### src/hdl/sor_pkg.sv
// shared types and constants for the spiral order matrix reader
`timescale 1ns / 1ps

package sor_pkg;

    localparam int CFG_DATA_W  = 7;
    localparam int CFG_INDEX_W = 1;
    localparam int CMD_W       = 2;
    localparam int ELEM_W      = 32;
    localparam int Q_DEPTH     = 2;
    localparam int Q_PTR_W     = 1;

    // largest count a configuration register can hold
    localparam int CFG_MAX = (2 ** CFG_DATA_W) - 1;

    localparam logic [CFG_INDEX_W-1:0] REG_ROW_COUNT = 1'd0;
    localparam logic [CFG_INDEX_W-1:0] REG_COL_COUNT = 1'd1;

    typedef enum logic [CMD_W-1:0] {
        CMD_LOAD  = 2'd0,
        CMD_FETCH = 2'd1,
        CMD_CLEAR = 2'd2
    } cmd_t;

    typedef enum logic [1:0] {
        DIR_RIGHT = 2'd0,
        DIR_DOWN  = 2'd1,
        DIR_LEFT  = 2'd2,
        DIR_UP    = 2'd3
    } dir_t;

    typedef enum logic [1:0] {
        OP_WRITE = 2'd0,
        OP_READ  = 2'd1,
        OP_ZERO  = 2'd2,
        OP_EMPTY = 2'd3
    } op_kind_t;

    typedef struct packed {
        op_kind_t kind;
        logic     layer_end;
        logic     last;
    } op_ctl_t;

    localparam int OP_CTL_W = $bits(op_ctl_t);

endpackage

### src/hdl/sor_queue.sv
// two-entry op queue between the front end and the back end
`timescale 1ns / 1ps

module sor_queue import sor_pkg::*; #(
    parameter int DATA_W = 48
) (
    input  logic              aclk,
    input  logic              aresetn,
    input  logic              push,
    input  logic [DATA_W-1:0] push_data,
    output logic              full,
    input  logic              pop,
    output logic              valid,
    output logic [DATA_W-1:0] head
);

    logic [DATA_W-1:0]  entry_reg [Q_DEPTH];
    logic [Q_PTR_W-1:0] wr_ptr_reg, wr_ptr_next;
    logic [Q_PTR_W-1:0] rd_ptr_reg, rd_ptr_next;
    logic [Q_PTR_W:0]   count_reg, count_next;

    assign full  = count_reg == (Q_PTR_W + 1)'(Q_DEPTH);
    assign valid = count_reg != '0;
    assign head  = entry_reg[rd_ptr_reg];

    always_comb begin
        wr_ptr_next = push ? wr_ptr_reg + Q_PTR_W'(1) : wr_ptr_reg;
        rd_ptr_next = pop ? rd_ptr_reg + Q_PTR_W'(1) : rd_ptr_reg;
        count_next  = count_reg;
        if (push && !pop) begin
            count_next = count_reg + (Q_PTR_W + 1)'(1);
        end else if (pop && !push) begin
            count_next = count_reg - (Q_PTR_W + 1)'(1);
        end
    end

    always_ff @(posedge aclk) begin
        if (push) begin
            entry_reg[wr_ptr_reg] <= push_data;
        end
    end

    always_ff @(posedge aclk) begin
        if (!aresetn) begin
            wr_ptr_reg <= '0;
            rd_ptr_reg <= '0;
            count_reg  <= '0;
        end else begin
            wr_ptr_reg <= wr_ptr_next;
            rd_ptr_reg <= rd_ptr_next;
            count_reg  <= count_next;
        end
    end

endmodule

### config.mk
export PLATFORM = sky130hd
export DESIGN_NAME = sor_queue
export DESIGN_NICKNAME = d
export VERILOG_FILES = /design/src/hdl/sor_pkg.sv /design/src/hdl/sor_queue.sv
export SDC_FILE = /design/constraint.sdc
export NUM_CORES = 1
export LEC_CHECK = 0
export ABC_AREA = 1
export BUFFER_PORTS_ARGS = -buffer_cell sky130_fd_sc_hd__buf_4
export CORE_MARGIN = 2
export CORE_UTILIZATION = 40
export CTS_BUF_LIST = sky130_fd_sc_hd__clkbuf_4 sky130_fd_sc_hd__clkbuf_8
export DETAILED_ROUTE_END_ITERATION = 16
export PLACE_DENSITY = 0.71
export SLEW_MARGIN = 20
export SYNTH_ARGS = -nofsm -noshare
export SYNTH_HDL_FRONTEND = slang
export SYNTH_SLANG_ARGS = --single-unit
### constraint.sdc
create_clock -name aclk -period 3.84 [get_ports aclk]
set_input_delay 0.768 -clock aclk [delete_from_list [all_inputs] [get_ports aclk]]
set_output_delay 0.768 -clock aclk [all_outputs]
set_load 0.05 [all_outputs]
==> out/qor.yml <==
pwr:
  p_leak_nw: 1.90
  peakVddDrop_mv: 0.255
  power_density_mw_per_mm2: 492
synth:
  yosysTopAreaCellShare_pct: 76.5
  post_synth_main_area_contributors: "edfxtp_1, mux2_2, mux2_4"
  synthCells: 184
  ys_seq_area_share_pct: 79.1
  ys_types: 14
  netlist_area_mm2: 0.00377
  yosysTopAreaCell: "edfxtp_1"
  synth_nets: 237
  synth-seq-cells: 101
  avgSynthCellArea_um2: 20.5
  yosys_warnings: 0
place:
  dp_slack_ns: 1.43
  dp_hpwl_um: 4170
  gp_congestion: 0.709
  placed_cell_area_mm2: 0.00466
  dp_cells: 395
  port_buffers: 101
critical_path:
  worstReg2RegStart: "wr_ptr_reg"
  cpMostUsedCell: "buf_4"
  critPathCaptureType: "output port"
  r2r-end: "entry_reg[1][31]"
  worst_ep_required_time_ns: 3.07
  start_kind: "register"
  reg2reg_depth: 2
  critPathSlowestCell: "dfxtp_2"
  timing_worst_setup_path_type: "reg2out"
  cpPeakStageDelay_ns: 0.70
  reg2reg_slack_ns: 2.19
  cp_cell_sequence: "buf_4 -> mux2_2 -> buf_4"
  endpoint: "head[41]"
  crit_arrival_ns: 1.97
  cp_max_fo: 23
route:
  route.detailed.drc: 0
  drt_iter0_markers: 45
  vias: 1916
  wl_um: 6140
  dr.pass1.iters: 3
  wl_per_cell_um: 15.0
  vias_per_cell: 4.68
  drtAntennaViolNets: 0
floorplanning:
  initial_core_util_pct: 41.0
  fp.dieW_um: 101
  rows: 35
  io_pins: 102
  coreArea_mm2: 0.00920
  die_y_um: 101
  die-area_mm2: 0.0102
cts:
  cts_max_path_buffers: 2
  root_buffer: "clkbuf_8"
  insertion_delay_ns: 0.34
  holdBufCountCts: 0
  numCtsBuffers: 9
  cts-resized-gates: 0
  cts.sinks: 101
  h-tree-depth: 3
  post_cts_buffers: 0
  clk_pin_slew_ns: 0.08
  cts_tree: "yes"
job:
  max-cap-violations: 0
global_route:
  grt_pass1_wl_um: 9110
  grt_antenna_before_repair: 0
  grt_max_degree: 49
  gr-total-overflow: 0
  grt_pass1_vias: 1942
  grtUsageTotal_pct: 12.2
sta:
  worst_pin_slew_ns: 0.852
  drv_slew: 0
  rsz0062_at_grt: "no"
  setup_tns_ns: 0
  hold_ws_ns: 0.512
  period_share_pct: 71.3
  max_slew_margin_pct: 43.2
  setup_viol: 0
  final-hold-violation-count: 0
  fmax_mhz: 365
  setup_ws_ns: 1.10
  period_minus_slack_ns: 2.74
  clock_skew_ns: 0.00638
final_layout:
  largest_register_ff_count: 96
  stdcell_count: 409
  fillers: 758
  n_antenna_cell: 0
  final_area_mm2: 0.00486
  drive_gt1_share_pct: 56.7
  area_growth_pct: 29.0
  nets: 348
worst_hold_path:
  hp-class: "reg2reg"
outcome:
  status: "completed"
layout by cell type, fill, tap and decap left out, drive strengths merged:
| cell type | synthesis | layout |
|---|---|---|
| mux2 | 48 | 48 |
| nand4 | 1 | 1 |
| dfxtp | 5 | 5 |
| clkinv | 0 | 4 |
| a21oi | 1 | 1 |
| buf | 5 | 105 |
| nand2 | 9 | 9 |
| bufinv | 0 | 2 |
| inv | 8 | 7 |
| nand3 | 1 | 1 |
| o21ai | 1 | 1 |
| nor2 | 8 | 8 |
| clkbuf | 0 | 9 |
| ha | 1 | 1 |
| edfxtp | 96 | 96 |
synthesized netlist by cell type (all sizes together):
| cell | number |
|---|---|
| o21ai | 1 |
| dfxtp | 5 |
| nand3 | 1 |
| mux2 | 48 |
| nor2 | 8 |
| ha | 1 |
| buf | 5 |
| edfxtp | 96 |
| nand4 | 1 |
| nand2 | 9 |
| a21oi | 1 |
| inv | 8 |
area by class of cell:
| cell class | instances | area (µm²) | share of cell area, % |
|---|---|---|---|
| clock buffers | 9 | 124 | 2.55 |
| clock inverters | 5 | 77.6 | 1.59 |
| inverters | 8 | 31.3 | 0.643 |
| multi-input cells | 70 | 721 | 14.8 |
| flip-flops and latches | 101 | 2980 | 61.3 |
| well taps | 111 | 139 | 2.85 |
| repair buffers | 105 | 788 | 16.2 |
worst min-delay path by stage:
stage	cells past startpoint	slack (ns)	end	start
after global placement	2	0.47	rd_ptr_reg	rd_ptr_reg
after CTS	2	0.51	rd_ptr_reg	rd_ptr_reg
final	2	0.51	rd_ptr_reg	rd_ptr_reg
after global routing	2	0.56	rd_ptr_reg	rd_ptr_reg
after floorplan	2	0.46	register	rd_ptr_reg
after detailed placement	2	0.49	rd_ptr_reg	rd_ptr_reg
per-layer routing:
metal / vias to the layer above / wire [µm] / GRT usage, %
met4: 0 / 137 / 6.65
li1: 919 / - / -
met5: - / 0 / 0
met2: 69 / 3060 / 19.8
met3: 12 / 438 / 4.16
met1: 916 / 2510 / 14.1
critical path, delay by kind of cell (launching register included):
kind     cells  cell delay [ns]
flops        1             0.70
buf+inv      2             0.55
mux          1             0.36
per-stage QoR:
step,utilization [%],power (mW)
2_1_floorplan,-,1.60
3_3_place_gp,50.7,1.74
3_5_place_dp,50.7,1.75
4_1_cts,52.9,2.43
5_1_grt,52.9,2.50
6_report,52.9,2.39
logic make-up after synthesis:
logic type,synth area share (%)
compound gates,0.265
fa+ha+maj,0.332
buf+inv,1.96
flops,79.1
mux,16.3
simple gates,1.99
where the power goes:
part           switching, mW  internal, mW  leakage [nW]
clock network          0.322         0.358         0.103
registers             0.0215          1.27         0.943
logic                  0.263         0.158         0.856
Note: power is estimated with default switching activity, not from simulation.
