<file path="src/hdl/sor_pkg.sv">
// shared types and constants for the spiral order matrix reader
`timescale 1ns / 1ps

package sor_pkg;

    localparam int CFG_DATA_W  = 7;
    localparam int CFG_INDEX_W = 1;
    localparam int CMD_W       = 2;
    localparam int ELEM_W      = 32;
    localparam int Q_DEPTH     = 2;
    localparam int Q_PTR_W     = 1;

    // largest count a configuration register can hold
    localparam int CFG_MAX = (2 ** CFG_DATA_W) - 1;

    localparam logic [CFG_INDEX_W-1:0] REG_ROW_COUNT = 1'd0;
    localparam logic [CFG_INDEX_W-1:0] REG_COL_COUNT = 1'd1;

    typedef enum logic [CMD_W-1:0] {
        CMD_LOAD  = 2'd0,
        CMD_FETCH = 2'd1,
        CMD_CLEAR = 2'd2
    } cmd_t;

    typedef enum logic [1:0] {
        DIR_RIGHT = 2'd0,
        DIR_DOWN  = 2'd1,
        DIR_LEFT  = 2'd2,
        DIR_UP    = 2'd3
    } dir_t;

    typedef enum logic [1:0] {
        OP_WRITE = 2'd0,
        OP_READ  = 2'd1,
        OP_ZERO  = 2'd2,
        OP_EMPTY = 2'd3
    } op_kind_t;

    typedef struct packed {
        op_kind_t kind;
        logic     layer_end;
        logic     last;
    } op_ctl_t;

    localparam int OP_CTL_W = $bits(op_ctl_t);

endpackage

</file>
<file path="src/hdl/sor_front.sv">
// front end: accepts commands, tracks load pointer and spiral walk, issues ops
`timescale 1ns / 1ps

module sor_front import sor_pkg::*; #(
    parameter int MAX_ROWS = 64,
    parameter int MAX_COLS = 64,
    parameter int ADDR_W   = 12
) (
    input  logic                     aclk,
    input  logic                     aresetn,
    input  logic                     cfg_wr_en,
    input  logic [CFG_INDEX_W-1:0]   cfg_index,
    input  logic [CFG_DATA_W-1:0]    cfg_wr_data,
    input  logic                     s_valid,
    output logic                     s_ready,
    input  logic [CMD_W-1:0]         s_command,
    input  logic signed [ELEM_W-1:0] s_element_in,
    input  logic                     q_full,
    output logic                     q_push,
    output op_ctl_t                  q_ctl,
    output logic [ADDR_W-1:0]        q_addr,
    output logic [ELEM_W-1:0]        q_data
);

    localparam int EFF_R   = (MAX_ROWS > CFG_MAX) ? CFG_MAX : MAX_ROWS;
    localparam int EFF_C   = (MAX_COLS > CFG_MAX) ? CFG_MAX : MAX_COLS;
    localparam int CNT_W   = $clog2(EFF_R * EFF_C + 1);
    localparam int POS_W   = CNT_W + 3;
    localparam int RIDX_W  = (EFF_R > 1) ? $clog2(EFF_R) : 1;
    localparam int CIDX_W  = (EFF_C > 1) ? $clog2(EFF_C) : 1;
    localparam int PROD_W  = 2 * CFG_DATA_W;

    localparam logic signed [POS_W-1:0] ZERO_S = '0;
    localparam logic signed [POS_W-1:0] ONE_S  = POS_W'(1);

    logic [CFG_DATA_W-1:0]   row_cnt_reg, row_cnt_next;
    logic [CFG_DATA_W-1:0]   col_cnt_reg, col_cnt_next;
    logic [CNT_W-1:0]        load_ptr_reg, load_ptr_next;
    logic [CNT_W-1:0]        emitted_reg, emitted_next;
    logic [CNT_W-1:0]        layer_reg, layer_next;
    dir_t                    dir_reg, dir_next;
    logic signed [POS_W-1:0] row_reg, row_next;
    logic signed [POS_W-1:0] col_reg, col_next;

    logic [CFG_DATA_W-1:0]   rows_eff, cols_eff;
    logic [PROD_W-1:0]       total_prod;
    logic [CNT_W-1:0]        total;
    logic signed [POS_W-1:0] rows_s, cols_s, layer_s, bottom_s, right_s;
    logic                    accept, load_ok, walk_done, pos_ok, is_final;
    logic [RIDX_W-1:0]       row_idx;
    logic [CIDX_W-1:0]       col_idx;
    logic [ADDR_W-1:0]       read_addr;
    cmd_t                    cmd;

    // spiral step results
    logic [CNT_W-1:0]        step_layer;
    dir_t                    step_dir;
    logic signed [POS_W-1:0] step_row, step_col;
    logic                    step_closed;

    assign cmd    = cmd_t'(s_command);
    assign s_ready = !q_full;
    assign accept  = s_valid && s_ready;

    // zero counts as one, oversize clamps to the array size
    assign rows_eff = (row_cnt_reg == '0) ? CFG_DATA_W'(1) :
                      (int'(row_cnt_reg) > EFF_R) ? CFG_DATA_W'(EFF_R) : row_cnt_reg;
    assign cols_eff = (col_cnt_reg == '0) ? CFG_DATA_W'(1) :
                      (int'(col_cnt_reg) > EFF_C) ? CFG_DATA_W'(EFF_C) : col_cnt_reg;

    assign total_prod = PROD_W'(rows_eff) * PROD_W'(cols_eff);
    assign total      = CNT_W'(total_prod);

    assign load_ok   = load_ptr_reg < total;
    assign walk_done = emitted_reg >= total;
    assign is_final  = (emitted_reg + CNT_W'(1)) >= total;

    assign rows_s   = POS_W'(rows_eff);
    assign cols_s   = POS_W'(cols_eff);
    assign layer_s  = POS_W'(layer_reg);
    assign bottom_s = rows_s - layer_s - ONE_S;
    assign right_s  = cols_s - layer_s - ONE_S;

    assign pos_ok = (row_reg >= ZERO_S) && (col_reg >= ZERO_S) &&
                    (row_reg < rows_s) && (col_reg < cols_s);

    assign row_idx   = RIDX_W'(row_reg);
    assign col_idx   = CIDX_W'(col_reg);
    assign read_addr = ADDR_W'(row_idx) * ADDR_W'(cols_eff) + ADDR_W'(col_idx);

    // one step along the clockwise spiral
    always_comb begin
        step_layer  = layer_reg;
        step_dir    = dir_reg;
        step_row    = row_reg;
        step_col    = col_reg;
        step_closed = 1'b0;
        case (dir_reg)
            DIR_RIGHT: begin
                if (col_reg < right_s) begin
                    step_col = col_reg + ONE_S;
                end else begin
                    step_dir = DIR_DOWN;
                    step_row = row_reg + ONE_S;
                end
            end
            DIR_DOWN: begin
                if (row_reg < bottom_s) begin
                    step_row = row_reg + ONE_S;
                end else begin
                    step_dir = DIR_LEFT;
                    step_col = col_reg - ONE_S;
                end
            end
            DIR_LEFT: begin
                if (col_reg > layer_s) begin
                    step_col = col_reg - ONE_S;
                end else begin
                    step_dir = DIR_UP;
                    step_row = row_reg - ONE_S;
                end
            end
            default: begin
                if (row_reg > layer_s + ONE_S) begin
                    step_row = row_reg - ONE_S;
                end else begin
                    step_layer  = layer_reg + CNT_W'(1);
                    step_dir    = DIR_RIGHT;
                    step_row    = layer_s + ONE_S;
                    step_col    = layer_s + ONE_S;
                    step_closed = 1'b1;
                end
            end
        endcase
    end

    // next state
    always_comb begin
        row_cnt_next  = row_cnt_reg;
        col_cnt_next  = col_cnt_reg;
        load_ptr_next = load_ptr_reg;
        emitted_next  = emitted_reg;
        layer_next    = layer_reg;
        dir_next      = dir_reg;
        row_next      = row_reg;
        col_next      = col_reg;
        if (cfg_wr_en) begin
            case (cfg_index)
                REG_ROW_COUNT: row_cnt_next = cfg_wr_data;
                REG_COL_COUNT: col_cnt_next = cfg_wr_data;
                default: ;
            endcase
        end
        if (accept) begin
            case (cmd)
                CMD_LOAD: begin
                    if (load_ok) begin
                        load_ptr_next = load_ptr_reg + CNT_W'(1);
                    end
                end
                CMD_FETCH: begin
                    if (!walk_done) begin
                        emitted_next = emitted_reg + CNT_W'(1);
                        layer_next   = step_layer;
                        dir_next     = step_dir;
                        row_next     = step_row;
                        col_next     = step_col;
                    end
                end
                CMD_CLEAR: begin
                    load_ptr_next = '0;
                    emitted_next  = '0;
                    layer_next    = '0;
                    dir_next      = DIR_RIGHT;
                    row_next      = ZERO_S;
                    col_next      = ZERO_S;
                end
                default: ;
            endcase
        end
    end

    // op issued to the back end
    always_comb begin
        q_push          = 1'b0;
        q_ctl.kind      = OP_WRITE;
        q_ctl.layer_end = 1'b0;
        q_ctl.last      = 1'b0;
        q_addr          = ADDR_W'(load_ptr_reg);
        q_data          = s_element_in;
        if (accept) begin
            case (cmd)
                CMD_LOAD: begin
                    q_push = load_ok;
                end
                CMD_FETCH: begin
                    q_push = 1'b1;
                    if (walk_done) begin
                        q_ctl.kind = OP_EMPTY;
                    end else begin
                        q_ctl.kind      = pos_ok ? OP_READ : OP_ZERO;
                        q_ctl.layer_end = step_closed && !is_final;
                        q_ctl.last      = is_final;
                        q_addr          = read_addr;
                    end
                end
                default: ;
            endcase
        end
    end

    always_ff @(posedge aclk) begin
        if (!aresetn) begin
            row_cnt_reg  <= CFG_DATA_W'(1);
            col_cnt_reg  <= CFG_DATA_W'(1);
            load_ptr_reg <= '0;
            emitted_reg  <= '0;
            layer_reg    <= '0;
            dir_reg      <= DIR_RIGHT;
            row_reg      <= ZERO_S;
            col_reg      <= ZERO_S;
        end else begin
            row_cnt_reg  <= row_cnt_next;
            col_cnt_reg  <= col_cnt_next;
            load_ptr_reg <= load_ptr_next;
            emitted_reg  <= emitted_next;
            layer_reg    <= layer_next;
            dir_reg      <= dir_next;
            row_reg      <= row_next;
            col_reg      <= col_next;
        end
    end

endmodule

</file>
<file path="config.mk">
export PLATFORM = sky130hd
export DESIGN_NAME = sor_front
export DESIGN_NICKNAME = d
export VERILOG_FILES = /design/src/hdl/sor_pkg.sv /design/src/hdl/sor_front.sv
export SDC_FILE = /design/constraint.sdc
export NUM_CORES = 1
export LEC_CHECK = 0
export BUFFER_PORTS_ARGS = -buffer_cell sky130_fd_sc_hd__buf_2
export CORE_MARGIN = 1.5
export CORE_UTILIZATION = 35
export DETAILED_ROUTE_END_ITERATION = 12
export GPL_TIMING_DRIVEN = 0
export HOLD_SLACK_MARGIN = 0.1
export MAX_ROUTING_LAYER = met4
export PLACE_DENSITY = 0.52
export SETUP_SLACK_MARGIN = 0.02
export SKIP_CTS_REPAIR_TIMING = 1
export SYNTH_ARGS = -nofsm -noshare
export SYNTH_HDL_FRONTEND = slang
export SYNTH_SLANG_ARGS = --single-unit
export TNS_END_PERCENT = 5
</file>
<file path="constraint.sdc">
create_clock -name aclk -period 11.21 [get_ports aclk]
set_input_delay 0 -clock aclk [delete_from_list [all_inputs] [get_ports aclk]]
set_output_delay 0 -clock aclk [all_outputs]
set_load 0.05 [all_outputs]
</file>
==> flow_metrics.py, run 1 <==
metrics = {
    "critical_path": {
        "cpMaxStageDelayCell": "dfxtp_1",
        "critPathTopFamily": "adder cells",
        "r2r-end": "col_reg[14]$_SDFFE_PN0P_",
        "worst-path-stages": 29,
        "end_kind": "output pin",
        "reg2regPathDepth": 28,
        "cp-endpoint": "q_addr[3]",
        "cp-start-kind": "flip-flop",
        "startpoint": "col_cnt_reg[6]$_SDFFE_PN0P_",
        "critPathMostFrequentCell": "fa_1",
        "slowest_delay_ns": 0.58,
        "rrSetupSlack_ns": 2.80,
        "path_buf_inv": 8,
        "critPathRequiredTime_ns": 11.21,
        "crit-reg2reg-launch": "col_cnt_reg[6]$_SDFFE_PN0P_",
        "path_max_fanout": 10,
        "crit_type": "flip-flop to output pin",
        "crit_arrival_ns": 8.43,
    },
    "final_layout": {
        "area_growth_pct": 9.74,
        "mostFrequentLayoutCells": "ha_1, nor2_1, nand2_1",
        "fin_cells": 2218,
        "ff_latch_area_sq_um": 1740,
        "final_common_cell": "ha_1",
        "nets": 2052,
        "drive_gt1_share_pct": 8.54,
        "fillers": 3799,
        "antenna_cells": 0,
        "multi_input_area_sq_um": 10000,
    },
    "place": {
        "gp_congestion": 0.974,
        "placed_cells": 2194,
        "dp_hpwl_mm": 33.9,
        "place_ws_ns": 2.90,
        "port-buffer-count": 61,
    },
    "clock_network": {
        "clk-insertion-delay-late_ns": 0.37,
        "cts-root-buf": "clkbuf_16",
        "clk_pin_slew_ns": 0.08,
        "cts_buffers": 9,
        "cts_max_level": 3,
        "cts_tree": "yes",
        "cts_sinks": 87,
        "cts_buffer_depth": 2,
    },
    "power_and_ir_drop": {
        "seqPwrFrac_pct": 32.5,
        "p_int_mw": 0.596,
        "ir_drop_mv": 0.0621,
        "p_comb_share_pct": 34.9,
        "p_sw_mw": 0.387,
        "swShare_pct": 39.4,
        "leakagePower_nw": 6.36,
        "pwr-share-clk_pct": 32.6,
        "p_per_area_nw_per_um2": 70.1,
    },
    "synth": {
        "syn-instance-count": 1672,
        "synth-simple-area-share_pct": 22.3,
        "syn_area_sq_um": 12800,
        "synth_compound_area_share_pct": 17.5,
        "syn_nets": 1972,
        "ys_ff_latch": 87,
        "avgSynthCellArea_sq_um": 7.65,
        "seq_area_frac_synth_pct": 13.6,
        "synthMuxAreaShare_pct": 2.45,
        "yosys_warnings": 0,
        "synthArstFlopShare_pct": 0,
        "synth_top_family_by_area": "adder cells",
        "synth_edf_count": 0,
        "dominantRegCellSynth": "dfxtp_1",
        "synthAdderAreaFrac_pct": 27.9,
        "synth_xor_area_share_pct": 8.42,
        "yosysUniqueCellTypes": 84,
    },
    "timing": {
        "finalCritPeriodShare_pct": 75.2,
        "finalWorstSetupSlack_ns": 2.78,
        "period_needed_ns": 8.43,
        "slew_violations": 0,
        "worst_pin_slew_ns": 1.11,
        "hold_viol": 0,
        "rsz0062_at_grt": "no",
        "setup_tns_ns": 0,
        "fmax_ghz": 0.119,
        "slew_headroom_pct": 24.3,
        "finalSetupViolCount": 0,
        "finClkSkew_ns": 0.00957,
    },
    "drt": {
        "vias": 12200,
        "drc": 1,
        "drtIter0Drc": 851,
        "ant_nets": 0,
        "viasPerCell": 5.48,
        "wl_mm": 42.5,
        "wl_per_cell_microns": 19.2,
        "dr.pass1.iters": 9,
    },
    "run_status": {
        "status": "finished, violations left",
        "violations": "design-rule violations",
    },
    "global_routing": {
        "grt_antenna_before_repair": 1,
        "grt_max_degree": 17,
        "overflow": 0,
        "grt_pass1_vias": 11700,
        "grt_util_all_layers_pct": 23.3,
        "grt_pass1_wl_mm": 66.6,
    },
    "die": {
        "die_area_sq_um": 37700,
        "start_util_pct": 35.8,
        "dieHeight_microns": 194,
        "std_cell_rows": 69,
        "die_x_microns": 194,
        "coreArea_sq_um": 35700,
        "num_io_pins": 97,
    },
    "hold_path": {
        "min_path_type": "input port to flip-flop",
    },
    "job": {
        "drv_cap": 0,
    },
}
-- layer usage --
layer	up-vias	GRT usage (%)	part of all wire, %
met3	53	2.19	4.0
li1	5973	-	-
met1	5843	31.9	49
met5	-	-	0
met4	0	7.58	2.4
met2	296	35.9	45
-- worst min path at each step --
| stage | from | end | slack, ns | cells past startpoint |
|---|---|---|---|---|
| 2_1_floorplan | cfg_wr_data[0] | row_cnt_reg[0]$_SDFFE_PN1P_ | 0.12 | 2 |
| 3_3_place_gp | cfg_wr_data[0] | row_cnt_reg[0]$_SDFFE_PN1P_ | 0.25 | 3 |
| 3_5_place_dp | cfg_wr_data[0] | row_cnt_reg[0]$_SDFFE_PN1P_ | 0.25 | 3 |
| 4_1_cts | cfg_wr_data[0] | row_cnt_reg[0]$_SDFFE_PN1P_ | -0.14 | 3 |
| 5_1_grt | cfg_index | col_cnt_reg[1]$_SDFFE_PN0P_ | 0.10 | 3 |
| 6_report | cfg_index | col_cnt_reg[1]$_SDFFE_PN0P_ | 0.06 | 3 |
-- power by group through the flow --
| stage | combinational, mW | clock, mW | sequential [mW] |
|---|---|---|---|
| 6_report | 0.343 | 0.320 | 0.320 |
| 5_1_grt | 0.377 | 0.338 | 0.320 |
| 4_1_cts | 0.340 | 0.325 | 0.320 |
| 3_5_place_dp | 0.337 | 0 | 0.327 |
| 3_3_place_gp | 0.334 | 0 | 0.327 |
| 2_1_floorplan | 0.250 | 0 | 0.323 |
-- Yosys cell counts, drive strengths merged (10+ instances only) --
cell / count / area share, %
ha: 204 / 20
buf: 46 / 2.4
a211oi: 15 / 0.92
o21a: 22 / 1.4
nand4: 16 / 0.83
nor4: 14 / 0.73
inv: 125 / 3.7
xnor2: 79 / 5.4
nor2b: 21 / 1.0
o21ai: 86 / 3.4
a21oi: 108 / 4.2
nand2: 159 / 4.7
nor2: 169 / 5.0
nand2b: 22 / 1.1
mux2: 10 / 0.88
or3: 22 / 1.1
nand3: 70 / 2.7
fa: 49 / 7.7
nor3: 36 / 1.4
dfxtp: 87 / 14
a21o: 16 / 0.94
o211ai: 13 / 0.80
and2: 21 / 1.0
xor2: 44 / 3.0
and3: 22 / 1.1
clkbuf: 54 / 1.6
mux2i: 20 / 1.6
-- stage by stage --
step	hold slack [ns]	utilization, %	area (sq um)	power, mW
after floorplan	0.124	-	12800	0.573
after detailed placement	0.252	38.2	13700	0.664
after global routing	0.104	39.3	14000	1.04
after CTS	-0.138	39.0	14000	0.984
final	0.0623	39.3	14000	0.983
after global placement	0.249	38.2	13700	0.661
-- cell type report --
cell class | instances | share of cell area, %
repair buffers | 69 | 2.75
plain buffers | 100 | 3.67
clock inverters | 6 | 0.383
multi-input cells | 1357 | 71.6
clock buffers | 10 | 1.63
well taps | 461 | 4.11
inverters | 128 | 3.44
flip-flops and latches | 87 | 12.4
-- tightest hold or removal path: stages --
cell	delay, ns
clkbuf_1	0.20
nand3_1	0.14
a21oi_1	0.05
-- logic make-up after synthesis --
kind of cell    Yosys count
xor+xnor                123
simple gates            600
flops                    87
mux                      30
compound gates          348
buf+inv                 228
fa+ha+maj               256
No activity file was read; power rests on OpenSTA's default activity.
==> inputs of run 2 (changes only) <==
- PLACE_DENSITY: 0.52 -> 0.54
- clock period: 11.21 -> 7.7 ns (I/O delays scaled with it)
==> run 2 against run 1 <==
Compared with the run above: the run still ends with design-rule violations left; clock power up 51%; final area up 2.5%; sequential share of layout area down 0.28 points; combinational power up 51%; count of clock-buffer cells in the layout down 1; first-iteration DRC count up 5.4%; global-route usage about the same; worst setup slack worse by 2.6 ns; cell count up 0.41%; total power up 49%; clock skew up 0.0067 ns; via count up 1.1%; critical path type is now flip-flop to flip-flop; largest power group unchanged; highest routed layer unchanged.
==> flow_metrics.py, run 2 (same netlist as run 1, synthesis figures left out) <==
metrics = {
    "final_layout": {
        "mostFrequentLayoutCells": "ha_1, nor2_1, nand2_1",
        "drive_gt1_share_pct": 11.7,
        "final_cell_area_sq_um": 14400,
        "utilization_pct": 40.2,
        "final_common_cell": "ha_1",
        "nets": 2061,
        "antenna_cells": 0,
        "area_growth_pct": 12.5,
    },
    "power_and_ir_drop": {
        "pwr-share-clk_pct": 32.9,
        "swShare_pct": 39.5,
        "p_comb_share_pct": 35.3,
        "seqPwrFrac_pct": 31.8,
        "ir_drop_mv": 0.0999,
        "leakagePower_nw": 6.48,
        "p_sw_mw": 0.579,
        "p_int_mw": 0.887,
        "p_per_area_nw_per_um2": 102,
    },
    "clock_network": {
        "cts_buffers": 9,
        "cts_tree": "yes",
        "cts_sinks": 87,
        "cts-root-buf": "clkbuf_16",
        "cts_max_level": 3,
        "clk-insertion-delay-late_ns": 0.37,
        "clk_pin_slew_ns": 0.08,
        "cts_buffer_depth": 2,
    },
    "die": {
        "dieHeight_microns": 194,
        "std_cell_rows": 69,
        "die_area_sq_um": 37700,
        "num_io_pins": 97,
        "die_x_microns": 194,
        "start_util_pct": 35.8,
        "coreArea_sq_um": 35700,
    },
    "timing": {
        "hold_viol": 0,
        "worst_pin_slew_ns": 0.971,
        "timing.hold.ws_ns": 0.0669,
        "finClkSkew_ns": 0.0162,
        "slew_violations": 0,
        "finalCritPeriodShare_pct": 97.0,
        "period_needed_ns": 7.47,
        "slew_headroom_pct": 34.8,
        "finalSetupViolCount": 0,
        "finalWorstSetupSlack_ns": 0.231,
        "setup_tns_ns": 0,
        "fmax_ghz": 0.134,
    },
    "job": {
        "drv_cap": 0,
    },
    "place": {
        "gp_congestion": 0.957,
        "placed_cell_area_sq_um": 13700,
        "dp_hpwl_mm": 33.9,
        "place_ws_ns": -0.508,
        "port-buffer-count": 61,
    },
    "critical_path": {
        "critPathRequiredTime_ns": 8.00,
        "critPathMostFrequentCell": "fa_1",
        "crit_type": "flip-flop to flip-flop",
        "cpMaxStageDelayCell": "fa_1",
        "crit_arrival_ns": 7.77,
        "path_max_fanout": 6,
        "cp-start-kind": "flip-flop",
        "slowest_delay_ns": 0.54,
        "end_kind": "flip-flop",
    },
    "global_routing": {
        "grt_util_all_layers_pct": 23.2,
        "overflow": 0,
        "grt_max_degree": 19,
        "grt_pass1_wl_mm": 66.9,
        "grt_pass1_vias": 11800,
        "grt_antenna_before_repair": 1,
    },
    "drt": {
        "dr.pass1.iters": 9,
        "vias": 12300,
        "viasPerCell": 5.52,
        "drc": 3,
        "wl_per_cell_microns": 19.2,
        "wl_mm": 42.7,
        "drtIter0Drc": 897,
        "ant_nets": 0,
    },
    "hold_path": {
        "min_path_type": "input port to flip-flop",
    },
    "run_status": {
        "violations": "design-rule violations",
        "status": "finished, violations left",
    },
}
[run 2: changes by cell type in the layout (fill, tap and decap cells not counted), sizes merged]
cell      before  now
clkbuf        64   59
inv          128  129
clkinvlp       1    2
buf          107  120
clkinv         5    4
[run 2: critical path, delay by kind of cell, from the launching register on]
family | cells | cell delay, ns
AO/OA/AOI/OAI | 9 | 1.85
flip-flops | 1 | 0.33
adder cells (fa/ha/maj) | 6 | 2.50
AND/OR/NAND/NOR | 8 | 1.97
XOR/XNOR | 1 | 0.25
buffers and inverters | 5 | 0.53
[run 2: cell type report]
class	count	area [sq um]
Fill cell	3808	21400
Clock buffer	9	225
Multi-Input combinational cell	1357	10200
Timing Repair Buffer	80	509
Tap cell	461	577
Clock inverter	7	72.6
Inverter	128	489
Buffer	98	567
Sequential cell	87	1740
[run 2: path summary, 6_finish.rpt]
kind                                from  slack, ns  cells past startpoint                          end
max          row_cnt_reg[2]$_SDFFE_PN0P_       0.23                     29     col_reg[11]$_SDFFE_PN0P_
max reg2reg  row_cnt_reg[2]$_SDFFE_PN0P_       0.23                     29     col_reg[11]$_SDFFE_PN0P_
min                            cfg_wr_en       0.07                      3  col_cnt_reg[1]$_SDFFE_PN0P_
min reg2reg  col_cnt_reg[4]$_SDFFE_PN0P_       0.47                      2  col_cnt_reg[4]$_SDFFE_PN0P_
[run 2: per-stage QoR]
| step | instances | power, mW |
|---|---|---|
| floorplan | 1672 | 0.835 |
| global placement | 2194 | 0.959 |
| detailed placement | 2194 | 0.964 |
| CTS | 2210 | 1.44 |
| global route | 2227 | 1.54 |
| finish | 2227 | 1.47 |
[run 2: metal layers]
metal,global-route usage [%],routed length (microns)
met1,31.9,19800
met2,36.4,19600
met3,2.07,2470
met4,6.45,833
met5,-,0
[run 2: power groups by stage]
stage | sequential, mW | combinational (mW) | clock [mW]
after floorplan | 0.471 | 0.364 | 0
after global placement | 0.476 | 0.483 | 0
after detailed placement | 0.476 | 0.488 | 0
after CTS | 0.465 | 0.492 | 0.486
after global routing | 0.467 | 0.568 | 0.507
final | 0.466 | 0.518 | 0.483
==> inputs of run 3 (changes only) <==
--- a/config.mk
+++ b/config.mk
@@ -7,4 +7,5 @@
 export LEC_CHECK = 0
 export BUFFER_PORTS_ARGS = -buffer_cell sky130_fd_sc_hd__buf_2
+export CORE_ASPECT_RATIO = 0.6
 export CORE_MARGIN = 1.5
 export CORE_UTILIZATION = 35
==> constraint.sdc (replaced) <==
create_clock -name aclk -period 7.7 [get_ports aclk]
set_input_delay 0 -clock aclk [delete_from_list [all_inputs] [get_ports aclk]]
set_output_delay 0 -clock aclk [all_outputs]
set_load 0.02 [all_outputs]
==> run 3 against run 2 <==
Compared with the run above: the flow finishes with violations (max-capacitance violations); first-iteration DRC count up 33%; combinational power is essentially flat; global-route usage is 2.0 points higher; register-to-register slack worse by 0.11 ns; die area about the same; critical endpoint is now col_reg[14]$_SDFFE_PN0P_.
==> flow_metrics.py, run 3 (same netlist as run 1, synthesis figures left out) <==
metrics = {
    "power_and_ir_drop": {
        "p_per_area_nw_per_um2": 104,
        "finalPower_mw": 1.51,
        "ir_drop_mv": 0.131,
        "leakagePower_nw": 6.51,
    },
    "drt": {
        "viasPerCell": 5.62,
        "ant_nets": 0,
        "drtIter0Drc": 1189,
        "wl_mm": 46.4,
        "drc": 0,
        "vias": 12600,
        "wl_per_cell_microns": 20.7,
        "dr.pass1.iters": 5,
    },
    "clock_network": {
        "clk_pin_slew_ns": 0.08,
        "cts_max_level": 3,
        "cts_tree": "yes",
        "cts_sinks": 87,
        "clk-insertion-delay-late_ns": 0.39,
        "cts_buffers": 9,
        "cts-root-buf": "clkbuf_16",
        "cts_buffer_depth": 2,
    },
    "timing": {
        "period_needed_ns": 7.58,
        "hold_viol": 0,
        "fmax_ghz": 0.132,
        "finalSetupViolCount": 0,
        "finalWorstSetupSlack_ns": 0.123,
        "finalCritPeriodShare_pct": 98.4,
        "finClkSkew_ns": 0.0203,
        "worst_pin_slew_ns": 1.45,
        "timing.hold.ws_ns": 0.217,
        "slew_violations": 0,
        "setup_tns_ns": 0,
        "rsz0062_at_grt": "yes",
        "slew_headroom_pct": 2.07,
    },
    "critical_path": {
        "crit_type": "flip-flop to flip-flop",
        "r2r-end": "col_reg[14]$_SDFFE_PN0P_",
        "slowest_delay_ns": 0.53,
        "cp-start-kind": "flip-flop",
        "rrSetupSlack_ns": 0.12,
        "end_kind": "flip-flop",
        "critPathMostFrequentCell": "fa_1",
        "path_max_fanout": 5,
        "critPathRequiredTime_ns": 8.02,
        "cpMaxStageDelayCell": "or4_1",
        "crit-reg2reg-launch": "row_cnt_reg[2]$_SDFFE_PN0P_",
        "crit_arrival_ns": 7.90,
        "reg2regPathDepth": 30,
    },
    "hold_path": {
        "min_path_cells": 2,
        "min_from": "s_element_in[19]",
        "min_path_type": "input port to output pin",
        "min_to": "q_data[19]",
    },
    "global_routing": {
        "grt_pass1_vias": 11200,
        "grt_pass1_wl_mm": 68.9,
        "grt_antenna_before_repair": 1,
        "grt_util_all_layers_pct": 25.2,
        "grt_max_degree": 16,
        "overflow": 0,
    },
    "die": {
        "std_cell_rows": 53,
        "num_io_pins": 97,
        "start_util_pct": 36.0,
        "die_x_microns": 250,
        "die_area_sq_um": 37700,
        "dieHeight_microns": 151,
        "coreArea_sq_um": 35500,
    },
    "final_layout": {
        "final_common_cell": "ha_1",
        "final_cell_area_sq_um": 14500,
        "ff_latch_area_sq_um": 1750,
        "multi_input_area_sq_um": 10200,
        "antenna_cells": 0,
        "drive_gt1_share_pct": 12.6,
        "mostFrequentLayoutCells": "ha_1, nor2_1, nand2_1",
        "fillers": 3668,
        "area_growth_pct": 13.1,
        "nets": 2072,
    },
    "place": {
        "place_ws_ns": -0.955,
        "gp_congestion": 0.934,
        "dp_hpwl_mm": 37.7,
        "port-buffer-count": 61,
        "placed_cell_area_sq_um": 13700,
    },
    "run_status": {
        "status": "finished, violations left",
        "violations": "max-capacitance violations",
    },
    "job": {
        "drv_cap": 1,
    },
}
## run 3: cell count changes in the layout (fill, tap and decap cells not counted), moves of 3 or more
cell,before,now
buf_2,55,67
buf_6,7,2
inv_1,115,112
o21ai_0,48,51
## run 3: worst max-delay path by stage
| stage | startpoint | end | slack [ns] | cells after the start |
|---|---|---|---|---|
| after floorplan | row_cnt_reg[4]$_SDFFE_PN0P_ | layer_reg[4]$_SDFFE_PN0P_ | 0.73 | 28 |
| after global placement | col_cnt_reg[6]$_SDFFE_PN0P_ | col_reg[14]$_SDFFE_PN0P_ | -0.93 | 30 |
| after detailed placement | col_cnt_reg[6]$_SDFFE_PN0P_ | col_reg[14]$_SDFFE_PN0P_ | -0.95 | 30 |
| after CTS | col_cnt_reg[6]$_SDFFE_PN0P_ | col_reg[14]$_SDFFE_PN0P_ | -0.98 | 30 |
| after global routing | row_cnt_reg[2]$_SDFFE_PN0P_ | col_reg[14]$_SDFFE_PN0P_ | -0.07 | 33 |
| final | row_cnt_reg[2]$_SDFFE_PN0P_ | col_reg[14]$_SDFFE_PN0P_ | 0.12 | 30 |
## run 3: layout make-up
class,count,share of cell area [%]
Buffer,98,3.74
Timing Repair Buffer,91,3.85
Inverter,128,3.45
Clock buffer,9,1.56
Tap cell,467,4.04
Multi-Input combinational cell,1357,70.7
Sequential cell,87,12.1
Clock inverter,6,0.640
## run 3: worst max-delay path: cells and delay by family (launching register included)
family                     cells  cell delay (ns)
DFF                            1             0.32
AOI/OAI and AO/OA              9             1.78
xor gates and xnor gates       1             0.33
buffers and inverters          6             0.67
and+or+nand+nor                8             1.96
adders and majority gates      6             2.48
## run 3: through the flow
| step | std cells | utilization (%) |
|---|---|---|
| after floorplan | 1672 | - |
| after global placement | 2200 | 38.6 |
| after detailed placement | 2200 | 38.6 |
| after CTS | 2215 | 39.4 |
| after global routing | 2243 | 40.8 |
| final | 2243 | 40.8 |
## run 3: routing by layer
metal | GRT usage [%] | share of wire (%) | vias to the layer above
met2 | 30.5 | 36 | 481
met4 | 3.20 | 0.86 | 0
met3 | 8.01 | 12 | 32
li1 | - | - | 6003
met5 | - | 0 | -
met1 | 39.4 | 52 | 6100
## run 3: power by group
| group | switching (mW) | internal (mW) |
|---|---|---|
| clock network | 0.237 | 0.286 |
| registers | 0.0114 | 0.456 |
| logic | 0.312 | 0.205 |
